**src/hw/rtl/pid_controller_clamped_macros.svh**
```systemverilog
// ----------------------------------------------------------------------------
// PID controller assertion macros
// Concurrent assertion wrappers, empty when SYNTH is defined.
// ----------------------------------------------------------------------------
`ifndef PID_CONTROLLER_CLAMPED_MACROS_SVH
`define PID_CONTROLLER_CLAMPED_MACROS_SVH

`ifndef SYNTH
`define PIDC_ASSERT_SAME(label, clk, rst_n, ante, cons, msg) \
    label: assert property (@(posedge clk) disable iff (!rst_n) (ante) |-> (cons)) \
        else $error(msg);
`define PIDC_ASSERT_NEXT(label, clk, rst_n, ante, cons, msg) \
    label: assert property (@(posedge clk) disable iff (!rst_n) (ante) |=> (cons)) \
        else $error(msg);
`else
`define PIDC_ASSERT_SAME(label, clk, rst_n, ante, cons, msg)
`define PIDC_ASSERT_NEXT(label, clk, rst_n, ante, cons, msg)
`endif

`endif

```
**src/hw/rtl/pidc_pkg.sv**
```systemverilog
// ----------------------------------------------------------------------------
// PID controller package
// Widths, fixed-point constants and register map of the clamped PID block.
// ----------------------------------------------------------------------------
package pidc_pkg;

    localparam int IN_W    = 16;
    localparam int ERR_W   = 17;
    localparam int DIFF_W  = 18;
    localparam int SUM_W   = 24;
    localparam int FILT_W  = 34;
    localparam int FSUM_W  = 35;
    localparam int OPA_W   = 35;
    localparam int OPB_W   = 17;
    localparam int PROD_W  = OPA_W + OPB_W;
    localparam int ACC_W   = 58;
    localparam int DRIVE_W = 13;
    localparam int GAIN_W  = 16;
    localparam int LIM_W   = 23;
    localparam int FRAC_SH = 15;

    localparam int ADDR_W  = 5;
    localparam int DATA_W  = 32;

    localparam logic [OPB_W-1:0] ALPHA_ONE = OPB_W'(32768);

    localparam logic signed [DRIVE_W-1:0] OUT_LIMIT     = DRIVE_W'(3840);
    localparam logic signed [ACC_W-1:0]   ACC_HI        = ACC_W'(3840 * 32768);
    localparam logic signed [ACC_W-1:0]   ACC_ROUND_BIAS = ACC_W'(16384);

    localparam logic [GAIN_W-1:0] RST_KP    = GAIN_W'(5120);
    localparam logic [GAIN_W-1:0] RST_KI    = GAIN_W'(0);
    localparam logic [GAIN_W-1:0] RST_KD    = GAIN_W'(1280);
    localparam logic [GAIN_W-1:0] RST_ALPHA = GAIN_W'(16384);
    localparam logic [LIM_W-1:0]  RST_LIMIT = LIM_W'(1000);

    typedef enum logic [2:0] {
        REG_KP    = 3'd0,
        REG_KI    = 3'd1,
        REG_KD    = 3'd2,
        REG_ALPHA = 3'd3,
        REG_LIMIT = 3'd4
    } t_reg_idx;

endpackage

```
**src/hw/rtl/pid_controller_clamped.sv**
```systemverilog
// ----------------------------------------------------------------------------
// Clamped PID controller
// Positional PID with integral clamp, low-pass filtered derivative and
// saturated output, computed on one shared multiplier.
// ----------------------------------------------------------------------------
// Usage:
//   Input beat (i_valid / o_stall) carries i_measured and i_target; result
//   beat (o_valid / i_stall) carries o_drive (1/256 units) and o_saturated.
//   Gains, filter alpha and integral limit sit on the APB port at 4*index.
//   An item is taken in idle and runs through the steps of a small
//   sequencer that feeds one 35x17 multiplier and one accumulator: filter
//   product, filter decay, Kp, Ki, Kd, final sum, round and saturate.
//   The result is registered in the last step; the next item is taken only
//   when the sequencer is back in idle, not while one is still in flight.
//   o_stall is high from the accepted beat until the sequencer is idle again.
//   If the receiver stalls, the result holds; one more item is taken and the
//   sequencer then waits in its last step until the held beat has gone.
//   Reset (synchronous, active low) clears error history, error sum and
//   filter state to zero and loads the register defaults.
// ----------------------------------------------------------------------------
module pid_controller_clamped (
    input  logic                                    i_clk,
    input  logic                                    i_rst_n,
    input  logic                                    i_valid,
    output logic                                    o_stall,
    input  logic signed [pidc_pkg::IN_W-1:0]        i_measured,
    input  logic signed [pidc_pkg::IN_W-1:0]        i_target,
    output logic                                    o_valid,
    input  logic                                    i_stall,
    output logic signed [pidc_pkg::DRIVE_W-1:0]     o_drive,
    output logic                                    o_saturated,
    input  logic                                    psel,
    input  logic                                    penable,
    input  logic                                    pwrite,
    input  logic        [pidc_pkg::ADDR_W-1:0]      paddr,
    input  logic        [pidc_pkg::DATA_W-1:0]      pwdata,
    output logic        [pidc_pkg::DATA_W-1:0]      prdata,
    output logic                                    pready
);
    import pidc_pkg::*;

`include "pid_controller_clamped_macros.svh"

    typedef enum logic [2:0] {
        S_IDLE,
        S_DIFF,
        S_DECAY,
        S_FILT,
        S_KI,
        S_KD,
        S_TOTAL,
        S_OUT
    } t_state;

    // configuration
    logic [GAIN_W-1:0] r_kp;
    logic [GAIN_W-1:0] r_ki;
    logic [GAIN_W-1:0] r_kd;
    logic [GAIN_W-1:0] r_alpha;
    logic [LIM_W-1:0]  r_lim;
    t_reg_idx          cfg_idx;
    logic              cfg_wr;

    assign pready  = 1'b1;
    assign cfg_idx = t_reg_idx'(paddr[ADDR_W-1:2]);
    assign cfg_wr  = psel & penable & pwrite & pready;

    always_ff @(posedge i_clk) begin
        if (!i_rst_n) begin
            r_kp    <= RST_KP;
            r_ki    <= RST_KI;
            r_kd    <= RST_KD;
            r_alpha <= RST_ALPHA;
            r_lim   <= RST_LIMIT;
        end else if (cfg_wr) begin
            case (cfg_idx)
                REG_KP:    r_kp    <= pwdata[GAIN_W-1:0];
                REG_KI:    r_ki    <= pwdata[GAIN_W-1:0];
                REG_KD:    r_kd    <= pwdata[GAIN_W-1:0];
                REG_ALPHA: r_alpha <= pwdata[GAIN_W-1:0];
                REG_LIMIT: r_lim   <= pwdata[LIM_W-1:0];
                default: ;
            endcase
        end
    end

    always_comb begin
        case (cfg_idx)
            REG_KP:    prdata = {{(DATA_W-GAIN_W){1'b0}}, r_kp};
            REG_KI:    prdata = {{(DATA_W-GAIN_W){1'b0}}, r_ki};
            REG_KD:    prdata = {{(DATA_W-GAIN_W){1'b0}}, r_kd};
            REG_ALPHA: prdata = {{(DATA_W-GAIN_W){1'b0}}, r_alpha};
            REG_LIMIT: prdata = {{(DATA_W-LIM_W){1'b0}}, r_lim};
            default:   prdata = '0;
        endcase
    end

    // datapath state
    t_state                    r_state;
    logic signed [ERR_W-1:0]   r_err;
    logic signed [DIFF_W-1:0]  r_diff;
    logic signed [ERR_W-1:0]   r_prev;
    logic signed [SUM_W-1:0]   r_sum;
    logic signed [FILT_W-1:0]  r_filt;
    logic signed [FSUM_W-1:0]  r_fsum;
    logic signed [PROD_W-1:0]  r_prod;
    logic signed [ACC_W-1:0]   r_acc;
    logic                      r_out_valid;
    logic signed [DRIVE_W-1:0] r_drive;
    logic                      r_sat;

    logic                      in_beat;
    logic                      out_free;
    logic signed [ERR_W-1:0]   n_err;
    logic signed [DIFF_W-1:0]  n_diff;
    logic [OPB_W-1:0]          alpha_c;
    logic [OPB_W-1:0]          alpha_rest;
    logic signed [SUM_W:0]     sum_raw;
    logic signed [SUM_W:0]     lim_pos;
    logic signed [SUM_W:0]     lim_neg;
    logic signed [SUM_W-1:0]   n_sum;
    logic signed [PROD_W-1:0]  decay_sh;
    logic signed [PROD_W-1:0]  filt_sum;
    logic signed [OPA_W-1:0]   mul_a;
    logic signed [OPB_W-1:0]   mul_b;
    logic signed [PROD_W-1:0]  mul_p;
    logic signed [ACC_W-1:0]   prod_ext;
    logic signed [ACC_W-1:0]   acc_rnd;
    logic signed [ACC_W-1:0]   acc_sh;
    logic signed [DRIVE_W-1:0] n_drive;
    logic                      n_sat;

    assign o_stall     = (r_state != S_IDLE);
    assign in_beat     = i_valid & ~o_stall;
    assign out_free    = ~r_out_valid | ~i_stall;
    assign o_valid     = r_out_valid;
    assign o_drive     = r_drive;
    assign o_saturated = r_sat;

    assign n_err  = {i_target[IN_W-1], i_target} - {i_measured[IN_W-1], i_measured};
    assign n_diff = {n_err[ERR_W-1], n_err} - {r_prev[ERR_W-1], r_prev};

    assign alpha_c    = ({1'b0, r_alpha} > ALPHA_ONE) ? ALPHA_ONE : {1'b0, r_alpha};
    assign alpha_rest = ALPHA_ONE - alpha_c;

    // integral clamp
    assign sum_raw = {r_sum[SUM_W-1], r_sum} + {{(SUM_W+1-ERR_W){r_err[ERR_W-1]}}, r_err};
    assign lim_pos = $signed({{(SUM_W+1-LIM_W){1'b0}}, r_lim});
    assign lim_neg = -lim_pos;

    always_comb begin
        if (sum_raw > lim_pos) begin
            n_sum = lim_pos[SUM_W-1:0];
        end else if (sum_raw < lim_neg) begin
            n_sum = lim_neg[SUM_W-1:0];
        end else begin
            n_sum = sum_raw[SUM_W-1:0];
        end
    end

    // shared multiplier operand select
    always_comb begin
        case (r_state)
            S_DIFF: begin
                mul_a = {{(OPA_W-DIFF_W){r_diff[DIFF_W-1]}}, r_diff};
                mul_b = alpha_c;
            end
            S_DECAY: begin
                mul_a = {{(OPA_W-FILT_W){r_filt[FILT_W-1]}}, r_filt};
                mul_b = alpha_rest;
            end
            S_FILT: begin
                mul_a = {{(OPA_W-ERR_W){r_err[ERR_W-1]}}, r_err};
                mul_b = {1'b0, r_kp};
            end
            S_KI: begin
                mul_a = {{(OPA_W-SUM_W){r_sum[SUM_W-1]}}, r_sum};
                mul_b = {1'b0, r_ki};
            end
            S_KD: begin
                mul_a = {{(OPA_W-FILT_W){r_filt[FILT_W-1]}}, r_filt};
                mul_b = {1'b0, r_kd};
            end
            default: begin
                mul_a = '0;
                mul_b = '0;
            end
        endcase
    end

    assign mul_p    = mul_a * mul_b;
    assign decay_sh = r_prod >>> FRAC_SH;
    assign filt_sum = {{(PROD_W-FSUM_W){r_fsum[FSUM_W-1]}}, r_fsum} + decay_sh;
    assign prod_ext = {{(ACC_W-PROD_W){r_prod[PROD_W-1]}}, r_prod};

    // round half up, saturate at +/-15.0
    assign acc_rnd = r_acc + ACC_ROUND_BIAS;
    assign acc_sh  = acc_rnd >>> FRAC_SH;

    always_comb begin
        if (r_acc > ACC_HI) begin
            n_drive = OUT_LIMIT;
            n_sat   = 1'b1;
        end else if (r_acc < -ACC_HI) begin
            n_drive = -OUT_LIMIT;
            n_sat   = 1'b1;
        end else begin
            n_drive = acc_sh[DRIVE_W-1:0];
            n_sat   = 1'b0;
        end
    end

    always_ff @(posedge i_clk) begin
        r_prod <= mul_p;
        if (!i_rst_n) begin
            r_state     <= S_IDLE;
            r_out_valid <= 1'b0;
            r_prev      <= '0;
            r_sum       <= '0;
            r_filt      <= '0;
        end else begin
            if (r_out_valid && !i_stall && (r_state != S_OUT)) begin
                r_out_valid <= 1'b0;
            end
            case (r_state)
                S_IDLE: begin
                    if (in_beat) begin
                        r_err   <= n_err;
                        r_diff  <= n_diff;
                        r_state <= S_DIFF;
                    end
                end
                S_DIFF: begin
                    r_sum   <= n_sum;
                    r_state <= S_DECAY;
                end
                S_DECAY: begin
                    r_fsum  <= r_prod[FSUM_W-1:0];
                    r_state <= S_FILT;
                end
                S_FILT: begin
                    r_filt  <= filt_sum[FILT_W-1:0];
                    r_prev  <= r_err;
                    r_state <= S_KI;
                end
                S_KI: begin
                    r_acc   <= prod_ext;
                    r_state <= S_KD;
                end
                S_KD: begin
                    r_acc   <= r_acc + prod_ext;
                    r_state <= S_TOTAL;
                end
                S_TOTAL: begin
                    r_acc   <= (r_acc <<< FRAC_SH) + prod_ext;
                    r_state <= S_OUT;
                end
                S_OUT: begin
                    if (out_free) begin
                        r_drive     <= n_drive;
                        r_sat       <= n_sat;
                        r_out_valid <= 1'b1;
                        r_state     <= S_IDLE;
                    end
                end
                default: r_state <= S_IDLE;
            endcase
        end
    end

    `PIDC_ASSERT_SAME(a_drive_range, i_clk, i_rst_n, o_valid,
        (o_drive <= OUT_LIMIT) && (o_drive >= -OUT_LIMIT), "drive out of range")
    `PIDC_ASSERT_SAME(a_sat_at_limit, i_clk, i_rst_n, o_valid && o_saturated,
        (o_drive == OUT_LIMIT) || (o_drive == -OUT_LIMIT), "saturated beat off limit")
    `PIDC_ASSERT_NEXT(a_beat_starts_seq, i_clk, i_rst_n, i_valid && !o_stall,
        r_state == S_DIFF, "input beat did not start sequencer")
    `PIDC_ASSERT_NEXT(a_result_held, i_clk, i_rst_n, (r_state == S_OUT) && o_valid && i_stall,
        (r_state == S_OUT) && o_valid, "pending result overwritten")

endmodule

```
**config.mk**
```make
export PLATFORM = sky130hd
export DESIGN_NAME = pid_controller_clamped
export DESIGN_NICKNAME = d
export VERILOG_FILES = /design/src/hw/rtl/pidc_pkg.sv /design/src/hw/rtl/pid_controller_clamped.sv
export VERILOG_INCLUDE_DIRS = /design/src /design/src/hw/rtl
export SDC_FILE = /design/constraint.sdc
export NUM_CORES = 2
export LEC_CHECK = 0
export BUFFER_PORTS_ARGS = -buffer_cell sky130_fd_sc_hd__buf_4
export CAP_MARGIN = 5
export CELL_PAD_IN_SITES_DETAIL_PLACEMENT = 1
export CELL_PAD_IN_SITES_GLOBAL_PLACEMENT = 1
export CORE_UTILIZATION = 45
export CTS_BUF_LIST = sky130_fd_sc_hd__clkbuf_4
export CTS_CLUSTER_DIAMETER = 80
export DETAILED_ROUTE_END_ITERATION = 6
export GPL_TIMING_DRIVEN = 0
export PLACE_DENSITY = 0.86
export SYNTH_ARGS = -nofsm -noshare
export SYNTH_HDL_FRONTEND = slang
export SYNTH_SLANG_ARGS = --single-unit
export TNS_END_PERCENT = 1
```
**constraint.sdc**
```tcl
create_clock -name i_clk -period 16.3 [get_ports i_clk]
set_clock_uncertainty 0.05 [all_clocks]
set_input_delay 2.445 -clock i_clk [delete_from_list [all_inputs] [get_ports i_clk]]
set_output_delay 2.445 -clock i_clk [all_outputs]
set_load 0.01 [all_outputs]
```
Yosys cells after proc, flatten, opt, wreduce, memory -nomap -nowiden

Cells that the tools add are included.

Register bits after elaboration: 359
Bits in latches: 0
Bits in writable memories: 0
Bits in read-only memories: 0
Input bits: 76
Output and inout port bits: 49
Memories: 0

Add/subtract/negate cells: 9
$mul: 1
Div/mod/pow operators: 0
Order comparisons: 5
Equal/unequal tests: 14
Shift operators: 0
Mux-type cells: 15
Bitwise logic cells: 7
Reductions and logical operators: 19

Operators by type and width:

| operator                 | number |
|---|---|
| $pmux W58 S3             | 1 |
| $pmux W35 S4             | 1 |
| $add A58 B52 Y58         | 2 |
| $pmux W23 S5             | 1 |
| $pmux W17 S5             | 1 |
| $gt A58 B28 Y1 const B   | 1 |
| $lt A58 B28 Y1 const B   | 1 |
| $mul A35 B17 Y52         | 1 |
| $mux W24                 | 2 |
| $add A34 B34 Y34         | 1 |
| $add A28 B16 Y28 const B | 1 |
| $add A24 B17 Y25         | 1 |
| $gt A25 B24 Y1           | 1 |
| $lt A25 B25 Y1           | 1 |
| $neg A23 Y25             | 1 |
| $pmux W3 S8              | 1 |
| $sub A17 B17 Y18         | 1 |
| $sub A16 B16 Y17         | 1 |
| $sub A16 B16 Y17 const A | 1 |
| $gt A16 B16 Y1 const B   | 1 |
| $mux W16                 | 1 |
| $reduce_and A2 Y1        | 8 |
| $eq A3 B3 Y1 const B     | 5 |
| $mux W13                 | 1 |
| other kinds (15)         | 33 |

Depth between registers and ports, before layout

Depth after elaboration: 6
Mapped depth: 37

Least setup slack after synthesis

No wires, ideal clock.

Path kind: reg-to-reg
Start: register r_alpha[15]
End: register r_prod[50]
Library setup time: 124 ps
Arrival: 8,354 ps
Data required time: 16,126 ps
Slack: 7,772 ps
Cell stages (with the launch flop): 35
Buffers on the path: 3
Path through: dfxtp_1 clkbuf_1 clkinv_1 nand2_1 ha_1 o21a_1 o21a_1 o21a_1 o21ai_0 a222oi_1 nor2_1 clkbuf_1 buf_1 nand2_1 fa_1 fa_1 inv_1 fa_1 fa_1 fa_1 inv_1 fa_1 inv_1 ha_1 and3_1 nand3_1 or2_2 a211oi_1 o211ai_1 o21ba_2 a311oi_1 nor2_1 o21ai_0 a311oi_1 xnor2_1

Word-level cells in the longest chain between the ends: 5

Ends and longest elaborated chain:

| item                   | RTL line                      | source |
|---|---|---|
| start, declared        | pid_controller_clamped.sv:59  | `logic [GAIN_W-1:0] r_alpha;` |
| start signal, assigned | pid_controller_clamped.sv:80  | `REG_ALPHA: r_alpha <= pwdata[GAIN_W-1:0];` |
| $gt A16 B16 Y1         | pid_controller_clamped.sv:143 | `assign alpha_c = ({1'b0, r_alpha} > ALPHA_ONE) ? ALPHA_ONE : {1'b0, r_alpha};` |
| $mux W16 *             | pid_controller_clamped.sv:143 |  |
| $sub A16 B16 Y17       | pid_controller_clamped.sv:144 | `assign alpha_rest = ALPHA_ONE - alpha_c;` |
| $pmux W17 S5 *         | pid_controller_clamped.sv:163 | `case (r_state)` |
| $mul A35 B17 Y52 *     | pid_controller_clamped.sv:191 | `assign mul_p = mul_a * mul_b;` |
| net mul_p[50]          | pid_controller_clamped.sv:126 | `logic signed [PROD_W-1:0] mul_p;` |
| end signal, assigned   | pid_controller_clamped.sv:214 | `r_prod <= mul_p;` |
| end, declared          | pid_controller_clamped.sv:106 | `logic signed [PROD_W-1:0] r_prod;` |

The timed path passes the listed nets; every way through them passes the cells marked *.
A chain may end at the register's enable or synchronous reset.

Worst setup path in the final report

Start: register r_state[2]
End: register r_prod[51]

Word-level cells in the longest chain between the ends: 4

Ends and longest elaborated chain:

| item                                                | RTL line                      | source |
|---|---|---|
| start, declared                                     | pid_controller_clamped.sv:99  | `t_state r_state;` |
| start signal, assigned                              | pid_controller_clamped.sv:216 | `r_state <= S_IDLE;` |
| start signal, assigned                              | pid_controller_clamped.sv:230 | `r_state <= S_DIFF;` |
| start signal, assigned                              | pid_controller_clamped.sv:235 | `r_state <= S_DECAY;` |
| $eq A3 B3 Y1 / $eq A3 B2 Y1 (equally long branches) | pid_controller_clamped.sv:163 |  |
| $reduce_or A2 Y1 (no line)                          | -                             |  |
| $pmux W35 S4                                        | pid_controller_clamped.sv:163 |  |
| $mul A35 B17 Y52 *                                  | pid_controller_clamped.sv:191 |  |
| net mul_p[51]                                       | pid_controller_clamped.sv:126 |  |

Marked as above.

==> summary.md <==
| Metric | Value |
|---|---|
| Worst setup path end | `r_prod[51]` |
| Crit-path max cell delay | `roughly 0.85 ns` |
| Synth Instances | `around 5,400` |
| Post-cts resize count | `0` |
| Buf/Inv on CP | `9` |
| CP Data Arrival Time | `about 13 ns` |
| Initial DRT Pass Iterations | `6` |
| Setup crit end kind | `flop` |
| Final nets | `6,644` |
| Area contributors post-synth | `fa_1 24%, ha_1 9.8%, dfxtp_1 9.4%` |
| Compound-Gate Fraction of Synth Area | `16.76%` |
| Average instance area after synthesis | `~8.5 um^2` |
| Crit path launch | `r_state[2]` |
| CTS Buffer Depth | `3` |
| Min-Delay Path Class | `flop to flop` |
| Sequential Area | `roughly 8600 um^2` |
| Switching Share | `35.99%` |
| Seq cells post-synth | `roughly 360` |
| Final slew viol count | `0` |
| Initial antenna violation count | `8` |
| Post-DP HPWL | `~140,000 um` |
| Maximum clock rate | `83.61 MHz` |
| Final routed DRC violation total | `0` |
| IO Pins | `125` |
| Number of setup buffers added after CTS | `0` |
| Xor and xnor area share after synthesis | `between 4 and 5%` |
| Hold Vio Cnt, Final | `0` |
| Vias per cell | `5.999` |
| Clock network power share | `a little over a third` |
| CP required | `between 15 and 20 ns` |
| CTS clk-pin slew, worst paths | `~0.08 ns` |
| Routed Antenna Nets | `0` |
| Port bufs | `between 100 and 150` |
| Status | `finished, final reports clean` |
| Unrepaired setup endpoints after global routing | `false` |
| Cell internal pwr | `1634 uW` |
| Largest family of logic cells by synthesized area | `adder cells` |
| Leak | `approximately 0.024 uW` |
| Yosys warnings | `0` |
| Layout area overhead | `8.815%` |
| Post-DR wirelength/cell | `around 25 um` |
| Largest area contributor in the netlist | `fa_1` |
| Final setup viols | `0` |
| Global route overflow | `0` |
| Largest net degree at the start of global routing | `35` |
| Max VDD drop | `approximately 42 uV` |
| Simple-gate share of the synthesized area | `around 15%` |
| Post-CTS Hold Fix Bufs | `0` |
| Most frequent cells in the layout | `763 x inv_1, 697 x nand2_1, 563 x fa_1` |
| Wirelength, routed | `176,200 um` |
| Post-synthesis adder-cell area fraction | `around a third` |
| Critical path launch point type | `flop` |
| Multi-input logic area | `roughly 34,000 um^2` |
| Crit path max fanout | `10` |
| Share of layout cells above drive strength 1 | `under 10%` |
| Critical path depth in cells | `34` |
| Total power | `~2600 uW` |
| Number of synthesized flops with an enable pin | `~140` |
| Post-synthesis mux area share | `~2.0%` |
| Clock latency on the worst-skew pair | `roughly 0.98 ns` |
| Largest delay share family, worst path | `adder cells` |
| Reg power frac | `39.0%` |
| Vias in the first global route | `45,140` |
| Die W | `322.5 um` |
| Cell area after synthesis | `46,220 um^2` |
| Synth cell types | `90` |
| Worst Max-Slew Pin Slew | `1.453 ns` |
| Setup ws final | `4.339 ns` |
| Total CTS buffers | `102` |
| CTS tree | `yes` |
| Worst setup path category | `flop to flop` |
| First-pass GRT wire length | `~270,000 um` |
| Gr usage total | `34.25%` |
| Top_reg_cell synth | `dfxtp_1` |
| Max cap viols | `0` |
| CTS H-tree depth | `3` |
| Place WS | `roughly 4.8 ns` |
| Most common cell on crit path | `fa_1` |
| Die ar. | `around 100,000 um^2` |
| Period utilization | `around three quarters` |
| Power Density | `50.75 nW/um^2` |
| Synth top area share | `between 20% and 30%` |
| Synth async-reset ratio | `0%` |
| Max transition margin | `3.127%` |
| Commonest non-fill, non-tap cell in the layout | `inv_1` |
| Overall die height | `322.5 um` |
| Reg2Reg Depth | `34` |
| Initial DRC Count | `4,221` |
| Tmin final | `11.96 ns` |
| R2R Path End | `r_prod[51]` |
| Via count | `around 43,000` |
| RD Place Congestion | `just under 1` |
| Initial Util | `between 40% and 50%` |
| Slowest CP cell | `nor2_1` |
| R2r setup slk | `around 4.3 ns` |
| Worst R2R Start | `r_state[2]` |
| Setup_tns | `0 ns` |
| Root Driver | `clkbuf_4` |
| FILL cells | `between 10,000 and 15,000` |
| Rows | `~120` |
| NetSw | `918.5 uW` |
| Combinational share of power | `around a quarter` |
| CTS Sinks | `around 360` |
| Area of the core | `around 100,000 um^2` |
| Sequential cell area fraction in the yosys report | `a little under a fifth` |
==> state kept, by name, summed over array words and instances (netlist names), 16 cells and up <==
register,flops
r_fsum,34
r_filt,34
r_lim,23
r_ki,16
r_acc,58
r_prev,17
r_sum,24
r_err,17
r_prod,52
r_kp,16
r_diff,18
r_kd,16
r_alpha,16
==> worst reg2reg max path: cells and delay by family, from the launching register on <==
family	cells	cell delay [ns]
AOI/OAI and AO/OA	11	2.71
xor gates and xnor gates	1	0.14
adders and majority gates	7	3.66
buffers and inverters	9	2.84
DFF	1	0.34
and+or+nand+nor	6	2.14
==> cell type report <==
type,instances,area share (%)
timing repair buffer,119,1.851
sequential,359,17.10
antenna,4,0.01990
multi-input combinational,4053,67.36
inverter,765,5.710
tap,1368,3.404
clock buffer,156,2.329
buffer,243,1.931
clock inverter,34,0.2936
==> per-layer routing <==
metal,vias to the layer above,track usage [%],share of wire (%)
met5,-,0,0.027
met4,6,16.10,5.1
met3,464,6.505,8.9
met2,1968,53.90,44
met1,21630,45.39,42
li1,18530,-,-
==> per-stage QoR <==
step                      hold slack [ns]  cells  cell area (um^2)  utilization [%]
after detailed placement           0.4107   6906             48950            48.11
after floorplan                    0.3866   5420             46250                -
after CTS                          0.4208   7096             50270            49.41
after global routing               0.4533   7101             50290            49.43
after global placement             0.4013   6891             48730            47.90
final                              0.4213   7101             50290            49.43
==> cell families after synthesis <==
logic type                 after synthesis
other                                    2
AOI/OAI and AO/OA                     1150
DFF                                    359
adders and majority gates              925
muxes                                   87
xor gates and xnor gates               247
buffers and inverters                 1008
and+or+nand+nor                       1634
==> how the worst min path moves through the flow <==
stage          slack, ns      start   endpoint  depth (start not counted)
2_1_floorplan       0.39  r_prod[0]  r_fsum[0]                          0
3_3_place_gp        0.40  r_prev[3]  r_prev[3]                          2
3_5_place_dp        0.41  r_prev[1]  r_prev[1]                          2
4_1_cts             0.42  r_prev[1]  r_prev[1]                          2
5_1_grt             0.45  r_prev[4]  r_prev[4]                          2
6_report            0.42  r_prev[2]  r_prev[2]                          2
==> synthesized netlist by cell type (36+ instances only) <==
| cell type | n |
|---|---|
| a21boi_0 | 106 |
| mux2i_1 | 51 |
| o21ai_0 | 242 |
| xnor2_1 | 157 |
| ha_1 | 362 |
| dfxtp_1 | 218 |
| mux2_2 | 36 |
| inv_1 | 763 |
| a21oi_1 | 235 |
| nand3_1 | 108 |
| edfxtp_1 | 141 |
| nand2b_1 | 56 |
| nand4_1 | 52 |
| xor2_1 | 90 |
| fa_1 | 563 |
| nor3_1 | 63 |
| clkbuf_1 | 204 |
| and2_1 | 50 |
| nand2_1 | 697 |
| nor2_1 | 470 |
| nor2b_1 | 36 |
| o21a_1 | 42 |
| a21o_1 | 137 |
| a22oi_1 | 43 |
==> power groups by stage <==
stage	clock [uW]	combinational (uW)	sequential [uW]
floorplan	0	426	991
global route	945	718	994
CTS	900	652	992
global placement	0	619	1010
finish	885	673	994
detailed placement	0	647	1010
(Power assumes the default switching activity.)
